### src/hrn_pkg.sv
// ----------------------------------------------------------------------------
// hrn_pkg
// Types and constants shared by the Harris response / NMS block.
// ----------------------------------------------------------------------------
package hrn_pkg;

  localparam int RESP_W  = 48;
  localparam int THR_W   = 47;
  localparam int PROD_W  = 66;
  localparam int OPND_W  = 33;
  localparam int ACC_W   = 136;
  localparam int X_W     = 128;
  localparam int SHAMT_W = 7;
  localparam int CLAMP_W = 14;
  localparam int CFG_W   = 47;
  localparam int IDX_W   = 3;

  // configuration register indexes
  localparam logic [IDX_W-1:0] REG_LINE_WIDTH  = 3'd0;
  localparam logic [IDX_W-1:0] REG_FRAME_LINES = 3'd1;
  localparam logic [IDX_W-1:0] REG_SCALE       = 3'd2;
  localparam logic [IDX_W-1:0] REG_K           = 3'd3;
  localparam logic [IDX_W-1:0] REG_THRESHOLD   = 3'd4;

  // multiplier operand selection
  localparam logic [2:0] MUL_NONE = 3'd0;
  localparam logic [2:0] MUL_XXYY = 3'd1;
  localparam logic [2:0] MUL_MAG  = 3'd2;
  localparam logic [2:0] MUL_SUM  = 3'd3;
  localparam logic [2:0] MUL_KLO  = 3'd4;
  localparam logic [2:0] MUL_KHI  = 3'd5;
  localparam logic [2:0] MUL_SX   = 3'd6;

  // accumulator operations
  localparam logic [1:0] ACC_NONE = 2'd0;
  localparam logic [1:0] ACC_LOAD = 2'd1;
  localparam logic [1:0] ACC_ADD  = 2'd2;
  localparam logic [1:0] ACC_SUB  = 2'd3;

  // operand register operations
  localparam logic [1:0] XOP_NONE = 2'd0;
  localparam logic [1:0] XOP_ABS  = 2'd1;
  localparam logic [1:0] XOP_COPY = 2'd2;

  typedef struct packed {
    logic               load;
    logic [2:0]         mul_sel;
    logic [1:0]         chunk;
    logic [1:0]         acc_op;
    logic [SHAMT_W-1:0] shamt;
    logic [1:0]         x_op;
    logic               round;
    logic               commit;
    logic               emit;
  } hrn_cmd_t;

  typedef struct packed {
    logic out_busy;
  } hrn_status_t;

endpackage

### src/hrn_ctrl.sv
// ----------------------------------------------------------------------------
// hrn_ctrl
// Sequencer that steps the datapath through one pixel's computation.
// ----------------------------------------------------------------------------
module hrn_ctrl
  import hrn_pkg::*;
(
  input  logic        clk,
  input  logic        rst,
  input  logic        in_valid,
  output logic        in_ready,
  input  hrn_status_t status,
  output hrn_cmd_t    cmd
);

  localparam logic ST_IDLE = 1'b0;
  localparam logic ST_RUN  = 1'b1;
  localparam logic [4:0] STEP_LAST = 5'd19;

  logic       state;
  logic       state_next;
  logic [4:0] step;
  logic [4:0] step_next;

  assign in_ready = (state == ST_IDLE);

  always_comb begin
    cmd        = '0;
    state_next = state;
    step_next  = step;
    if (state == ST_IDLE) begin
      if (in_valid) begin
        cmd.load   = 1'b1;
        state_next = ST_RUN;
        step_next  = '0;
      end
    end else begin
      step_next = step + 5'd1;
      unique case (step)
        5'd0: cmd.mul_sel = MUL_XXYY;
        5'd1: begin
          cmd.mul_sel = MUL_MAG;
          cmd.acc_op  = ACC_LOAD;
          cmd.shamt   = 7'd16;
        end
        5'd2: begin
          cmd.mul_sel = MUL_SUM;
          cmd.acc_op  = ACC_SUB;
          cmd.shamt   = 7'd16;
        end
        5'd3: cmd.mul_sel = MUL_KLO;
        5'd4: begin
          cmd.mul_sel = MUL_KHI;
          cmd.acc_op  = ACC_SUB;
        end
        5'd5: begin
          cmd.acc_op = ACC_SUB;
          cmd.shamt  = 7'd33;
        end
        5'd6: cmd.x_op = XOP_ABS;
        5'd7: cmd.mul_sel = MUL_SX;
        5'd8: begin
          cmd.mul_sel = MUL_SX;
          cmd.chunk   = 2'd1;
          cmd.acc_op  = ACC_ADD;
        end
        5'd9: begin
          cmd.mul_sel = MUL_SX;
          cmd.chunk   = 2'd2;
          cmd.acc_op  = ACC_ADD;
          cmd.shamt   = 7'd32;
        end
        5'd10: begin
          cmd.acc_op = ACC_ADD;
          cmd.shamt  = 7'd64;
        end
        5'd11: cmd.x_op = XOP_COPY;
        5'd12: cmd.mul_sel = MUL_SX;
        5'd13: begin
          cmd.mul_sel = MUL_SX;
          cmd.chunk   = 2'd1;
          cmd.acc_op  = ACC_ADD;
        end
        5'd14: begin
          cmd.mul_sel = MUL_SX;
          cmd.chunk   = 2'd2;
          cmd.acc_op  = ACC_ADD;
          cmd.shamt   = 7'd32;
        end
        5'd15: begin
          cmd.mul_sel = MUL_SX;
          cmd.chunk   = 2'd3;
          cmd.acc_op  = ACC_ADD;
          cmd.shamt   = 7'd64;
        end
        5'd16: begin
          cmd.acc_op = ACC_ADD;
          cmd.shamt  = 7'd96;
        end
        5'd17: cmd.round  = 1'b1;
        5'd18: cmd.commit = 1'b1;
        STEP_LAST: begin
          // hold until the output register frees up
          step_next = step;
          if (!status.out_busy) begin
            cmd.emit   = 1'b1;
            state_next = ST_IDLE;
          end
        end
        default: state_next = ST_IDLE;
      endcase
    end
  end

  always_ff @(posedge clk) begin
    if (rst) begin
      state <= ST_IDLE;
      step  <= '0;
    end else begin
      state <= state_next;
      step  <= step_next;
    end
  end

endmodule

### config.mk
export PLATFORM = sky130hd
export DESIGN_NAME = hrn_ctrl
export DESIGN_NICKNAME = d
export VERILOG_FILES = /design/src/hrn_pkg.sv /design/src/hrn_ctrl.sv
export SDC_FILE = /design/constraint.sdc
export NUM_CORES = 1
export LEC_CHECK = 0
export BUFFER_PORTS_ARGS = -buffer_cell sky130_fd_sc_hd__buf_2
export CORE_MARGIN = 10
export CORE_UTILIZATION = 50
export DETAILED_ROUTE_END_ITERATION = 10
export HOLD_SLACK_MARGIN = 0.08
export PLACE_DENSITY_LB_ADDON = 0.05
export RECOVER_POWER = 50
export SLEW_MARGIN = 20
export SYNTH_ARGS = -nofsm -noshare
export SYNTH_HDL_FRONTEND = slang
export SYNTH_SLANG_ARGS = --single-unit
### constraint.sdc
create_clock -name clk -period 2.1 [get_ports clk]
set_input_delay 0.105 -clock clk [delete_from_list [all_inputs] [get_ports clk]]
set_output_delay 0.105 -clock clk [all_outputs]
set_load 0.02 [all_outputs]
* Word level (Yosys, flattened, before mapping) *
Cells that the tools add are included.

storage, ports and cells
  bits in registers = 6
  bits in latches = 0
  RAM bits = 0
  memory bits (read-only) = 0
  input bits = 4
  output and inout bits = 21
  word-level logic and storage cells = 53
  memories kept = 0

cells by class
  add/sub/neg operators = 1
  $mul = 0
  divide/modulo/power cells = 0
  $lt $le $gt $ge = 0
  eq/ne operators = 20
  shift operators = 0
  muxes and demuxes = 18
  bitwise gates (word level) = 1
  reductions and logical operators = 11

operators by type and width
  cell                 count
  $eq 5x4->1 const B   8
  $pmux 7 s5           1
  $eq 5x3->1 const B   4
  $eq 5x5->1 const B   4
  $mux 19              1
  $reduce_or 19->1     1
  $pmux 3 s6           1
  $mux 5               3
  $reduce_or 7->1      2
  $pmux 2 s3           2
  $eq 5x2->1 const B   2
  $mux 1               8
  $reduce_or 2->1      4
  $add 5x1->5 const B  1
  $eq 5x1->1 const B   1
  $logic_not 5->1      1
  $pmux 2 s2           1
  $reduce_or 3->1      1
  $ne 2x2->1 const B   1
  $pmux 1 s2           1
  $reduce_and 2->1     1
  $reduce_bool 2->1    1
  $not 1->1            1

* Depth between registers and ports, before layout *
Gate-level depths: netlist of run 1.

  depth after elaboration = 4
  mapped depth = 7
  depth with buffers taken out = 6

* Worst setup path after synthesis of run 1 *
OpenSTA, ideal clock, no wires.

  path kind = flip-flop to output port
  from = register step[2]
  to = output cmd[17] (netlist bit)
  arrival time = 1,578 ps
  required time = 1,995 ps
  slack = 417 ps
  stages on the path, launching flop included = 8
  path buffers = 2
  cells stage by stage = dfxtp_1 -> buf_2 -> buf_2 -> and3_1 -> ha_1 -> o21bai_1 -> a221oi_1 -> nor2_1

RTL lines
  item                      line             text
  start: declaration        hrn_ctrl.sv:22   logic [4:0] step;
  start signal: assignment  hrn_ctrl.sv:121  step <= step_next;
  end: declaration          hrn_ctrl.sv:13   output hrn_cmd_t cmd

==> impl_metrics.toml, run 1 <==
[synthesis]
synthAdderAreaFrac = 0.0795
yosys_warnings = 0
synth_xor_area_frac = 0
synth_top_family_by_area = "compound AO/OA/AOI/OAI gates"
synth_area_um2 = 787
netlist.area_leader.share = 0.153
synthMuxAreaShare = 0.0525
synth_area_leaders = "dfxtp_1 15%, ha_1 7.9%, a21oi_1 7.6%, nor2_1 5.7%, nand2_1 5.2%"
avgSynthCellArea_um2 = 6.96
postSynthCellCount = 113
synth-seq-cells = 6
synthFlopType = "dfxtp_1"
async_flop_share = 0
synth-seq-area-share = 0.153
synth_compound_area_frac = 0.302
synth_edf_count = 0
synth_area_leader_cell = "dfxtp_1"
synth.distinct_cells = 41
yosys.area_share.simple = 0.293

[cts]
clkTransAtPathRegs_ns = 0.04
cts_max_level = 1
cts_hold_buf = 0
cts_made_buffers = 3
cts_tree = "built"
root_buffer = "clkbuf_4"
clk_latency_ns = 0.25
post_cts_buffers = 0
cts_buffer_depth = 2
cts_num_sinks = 6

[floorplan]
die-area_mm2 = 0.00356
io_pins = 25
initial_core_util = 0.529
fp.coreArea_mm2 = 0.00149
die_w_um = 59.7
placementRows = 14
dieHeight_um = 59.7

[run]
cap_violations = 0

[drt]
ant_nets = 0
drcViolationCount = 0
drt_iter0_drc = 16
viasPerCell = 5.74
drt-wirelength-per-cell_um = 14.9
dr.pass1.iters = 4
num_vias = 849
drt-total-wl_mm = 2.20

[setup_path]
r2r_start = "step[2]$_SDFFE_PP0P_"
crit_family = "adder cells"
crit-reg2reg-capture = "step[4]$_SDFFE_PP0P_"
critPathRequiredTime_ns = 2.00
critical_path_buf_inv_count = 1
critPathCaptureType = "primary output"
crit_chain = "ha_2 -> and3_1 -> ha_1 -> o21bai_1 -> a221oi_2 -> nor2_1 -> buf_2"
reg2reg_depth = 4
cpMaxStageDelayCell = "dfxtp_1"
cp_max_fo = 6
start_kind = "flip-flop"
slowest_delay_ns = 0.35
cp.arrival_ns = 1.88
crit_type = "reg2out"
ff2ff_setup_slack_ns = 0.23

[power]
p_leak_uw = 0.000406
ir_drop_mv = 0.366
p_per_area_mw_per_mm2 = 374

[timing]
min_period_over_period = 0.947
finalSetupViolCount = 0
rsz0062_at_grt = "no"
max_slew_margin = 0.642
slew_violations = 0
final.setup.worst_slack_ns = 0.111
fmax_mhz = 503
period_minus_slack_ns = 1.99
final_hold_viol_count = 0
fin_setup_tns_ns = 0
clock_skew_ns = 0.000873
worstMarginPinSlew_ns = 0.531

[layout]
diodes = 0
layout_commonest_cell = "buf_2"
syn2layout_area_growth_pct = 15.9
final_nets = 143
fill_cells = 155
final_cell_mix = "19 x buf_2, 12 x a21oi_1, 11 x nand2_1, 11 x nor2_1, 7 x inv_1"
layout-drive-gt1-share = 0.280

[placed_design]
dp_hpwl_mm = 1.65
dpl_worst_slack_ns = 0.244
gp_congestion = 0.806
io_buffers = 21

[global_route]
grt_pass1_vias = 742
grt_pass1_wl_mm = 3.62
overflow = 0
antenna_found_initial = 0
grt_max_degree = 20
grtUsageTotal = 0.126

[hold_path]
hold_end = "step[4]$_SDFFE_PP0P_"
min_from = "rst"
hp-class = "in2reg"
min_path_cells = 2

[outcome]
status = "finished clean"
==> stage by stage <==
| step | hold WS (ns) | cell area [um^2] | instances | total power (uW) | util |
|---|---|---|---|---|---|
| floorplan | 0.169 | 795 | 115 | 205 | - |
| global placement | 0.385 | 881 | 145 | 231 | 0.592 |
| detailed placement | 0.392 | 881 | 145 | 232 | 0.592 |
| CTS | 0.116 | 906 | 148 | 347 | 0.608 |
| global route | 0.125 | 912 | 148 | 366 | 0.613 |
| finish | 0.121 | 912 | 148 | 341 | 0.613 |
==> state kept, by name (all words and copies together), names as in the netlist <==
register  count
state         1
step          5
==> kinds of logic (layout without fill, tap and decap cells) <==
group,count (synthesis),count (layout)
and+or+nand+nor,45,45
AOI/OAI and AO/OA,34,34
buffers and inverters,18,35
DFF,6,6
adders and majority gates,5,5
muxes,4,4
other,1,3
==> Yosys cell counts, types with 2 or more instances <==
master,number
a21oi_1,12
nor2_1,12
nand2_1,11
inv_1,7
dfxtp_1,6
ha_1,5
nand2b_1,5
nor3_1,5
o21ai_0,5
buf_2,4
and3_1,3
buf_4,3
mux2i_1,3
o21a_1,3
clkbuf_1,2
or3_1,2
==> where the power goes <==
group	internal [uW]	switching (uW)	total, uW	leakage, uW
clock network	64.7	42.4	107	0.0000138
logic	37.5	73.5	111	0.000342
registers	119	4.27	123	0.0000503
==> cell type report <==
| class | count | area, um^2 | share of cell area |
|---|---|---|---|
| Clock buffer | 3 | 22.5 | 0.0247 |
| Inverter | 8 | 30.0 | 0.0329 |
| Multi-Input combinational cell | 91 | 591 | 0.647 |
| Sequential cell | 6 | 124 | 0.136 |
| Tap cell | 16 | 20.0 | 0.0219 |
| Timing Repair Buffer | 24 | 125 | 0.137 |
==> layer usage <==
layer	up-vias	routed length, um	GRT usage
li1	435	-	-
met1	390	983	0.163
met2	22	1070	0.194
met3	2	130	0.0381
met4	0	17	0.0385
met5	-	0	0
==> worst max-delay path by stage <==
stage                          from       to  slack [ns]  cells after the start
2_1_floorplan  step[2]$_SDFFE_PP0P_  cmd[17]        0.42                      7
3_3_place_gp   step[0]$_SDFFE_PP0P_  cmd[17]        0.25                      7
3_5_place_dp   step[0]$_SDFFE_PP0P_  cmd[17]        0.24                      7
4_1_cts        step[3]$_SDFFE_PP0P_  cmd[17]        0.02                      6
5_1_grt        step[1]$_SDFFE_PP0P_  cmd[17]        0.02                      7
6_report       step[1]$_SDFFE_PP0P_  cmd[17]        0.11                      7
==> worst register-to-register path, delay by kind of cell (launching register included) <==
family | cells | cell delay (ns)
compound gates | 1 | 0.47
flops | 1 | 0.44
mux | 1 | 0.25
simple gates | 2 | 0.65
==> timing repair <==
action,4_1_cts,5_1_grt
cloned,0,0
gates resized for setup,1,8
endpoints found under the setup margin,1,5
Power figures use the tool's default switching activity.
==> inputs of run 2 (changes only) <==
--- a/config.mk
+++ b/config.mk
@@ -7,7 +7,7 @@
 export LEC_CHECK = 0
 export BUFFER_PORTS_ARGS = -buffer_cell sky130_fd_sc_hd__buf_2
 export CORE_MARGIN = 10
-export CORE_UTILIZATION = 50
+export CORE_UTILIZATION = 30
 export DETAILED_ROUTE_END_ITERATION = 10
 export HOLD_SLACK_MARGIN = 0.08
 export PLACE_DENSITY_LB_ADDON = 0.05
==> run 2 against run 1 <==
Against the previous run: sequential share of layout area down 0.41 points; hold slack better by 0.021 ns; first-iteration DRC count rose to 3.5 times the previous value; register-to-register slack about the same; core utilization down 24 points; non-clock buffer count up 2; via count up 2.2%; die area up 42%; largest cell class unchanged; largest power group unchanged; highest routed layer unchanged.
==> impl_metrics.toml, run 2 (synthesized netlist as in run 1, its figures left out) <==
[cts]
cts_num_sinks = 6
cts_tree = "built"
cts_max_level = 1
cts_buffer_depth = 2
cts_hold_buf = 0
clkTransAtPathRegs_ns = 0.05
clk_latency_ns = 0.25
post_cts_buffers = 0
cts_made_buffers = 3
root_buffer = "clkbuf_4"

[timing]
min_period_over_period = 0.944
fmax_mhz = 504
period_minus_slack_ns = 1.98
clock_skew_ns = 0.00135
slew_violations = 0
whs_ns = 0.142
final_hold_viol_count = 0
finalSetupViolCount = 0

[floorplan]
fp.coreArea_mm2 = 0.00250
die-area_mm2 = 0.00507
placementRows = 18
io_pins = 25
dieHeight_um = 71.2
initial_core_util = 0.315
die_w_um = 71.2

[drt]
dr.pass1.iters = 4
viasPerCell = 5.29
drt_iter0_drc = 56
drt-total-wl_mm = 2.48
drt-wirelength-per-cell_um = 15.1
ant_nets = 0
num_vias = 868
drcViolationCount = 0

[placed_design]
io_buffers = 21
dp.cells = 161
dp_hpwl_mm = 1.88
gp_congestion = 0.821

[setup_path]
cpMaxStageDelayCell = "dfxtp_1"
ff2ff_setup_slack_ns = 0.22
critPathCaptureType = "primary output"
crit_chain = "inv_1 -> ha_2 -> buf_4 -> mux2i_1 -> mux2_2 -> o32ai_1 -> and2_1 -> buf_2"
cp_max_fo = 6
cp.arrival_ns = 1.88
crit_type = "reg2out"
start_kind = "flip-flop"
critPathRequiredTime_ns = 2.00
slowest_delay_ns = 0.35

[layout]
fin_cells = 164
layout-drive-gt1-share = 0.261
regMostFlops = "step"
syn2layout_area_growth_pct = 18.3
diodes = 0
final_nets = 145
layout_commonest_cell = "buf_2"
final_cell_mix = "16 x buf_2, 12 x a21oi_1, 11 x nand2_1, 11 x nor2_1, 7 x inv_1"
largest_register_ffs = 5
top_regs = "step x5, state x1"

[global_route]
grtUsageTotal = 0.0952
antenna_found_initial = 0
grt_pass1_wl_mm = 4.05
overflow = 0
grt_pass1_vias = 806
grt_max_degree = 20

[power]
p_per_area_mw_per_mm2 = 369
power_uw = 344
p_leak_uw = 0.000402
ir_drop_mv = 0.265

[outcome]
status = "finished clean"

[run]
cap_violations = 0

[hold_path]
hp-class = "in2reg"
## run 2: what timing repair did
action / CTS / global route
pin swaps: 0 / 0
gates resized for setup: 2 / 4
setup endpoints to repair: 1 / 4
endpoints found under the hold margin: 0 / 0
## run 2: area by class of cell
cell class	count	area [um^2]
multi-input combinational	91	582
clock buffer	3	22.5
timing repair buffer	26	136
inverter	8	30.0
sequential	6	123
tap	30	37.5
fill	278	1570
## run 2: path summary, 6_finish.rpt
check,from,endpoint,cells after the start
setup reg to reg,step[2]$_SDFFE_PP0P_,step[4]$_SDFFE_PP0P_,5
setup / recovery,step[1]$_SDFFE_PP0P_,cmd[10],8
hold reg to reg,step[0]$_SDFFE_PP0P_,step[0]$_SDFFE_PP0P_,2
hold / removal,rst,step[4]$_SDFFE_PP0P_,2
## run 2: power breakdown
| group | switching (uW) | total (uW) | internal [uW] | leakage (uW) |
|---|---|---|---|---|
| clock network | 44.1 | 109 | 64.8 | 0.0000138 |
| registers | 4.43 | 123 | 119 | 0.0000498 |
| logic | 74.4 | 111 | 37.1 | 0.000339 |
## run 2: stage by stage
| stage | area, um^2 | worst slack (ns) | util | setup TNS [ns] |
|---|---|---|---|---|
| 5_1_grt | 931 | -0.00563 | 0.372 | -0.00563 |
| 3_3_place_gp | 913 | 0.243 | 0.365 | 0 |
| 3_5_place_dp | 913 | 0.266 | 0.365 | 0 |
| 4_1_cts | 940 | 0.0505 | 0.376 | 0 |
| 2_1_floorplan | 795 | 0.417 | - | 0 |
| 6_report | 931 | 0.117 | 0.372 | 0 |
## run 2: worst max-delay path, delay by kind of cell, from the launching register on
kind | cells | cell delay [ns]
buf+inv | 3 | 0.44
flops | 1 | 0.35
mux | 2 | 0.33
fa+ha+maj | 1 | 0.24
simple gates | 1 | 0.15
compound gates | 1 | 0.11
## run 2: layer usage
metal	GRT usage	vias up	share of wire
met5	0	-	0
li1	-	435	-
met3	0.0262	2	0.048
met2	0.154	23	0.48
met4	0.0323	0	0.0089
met1	0.118	408	0.47
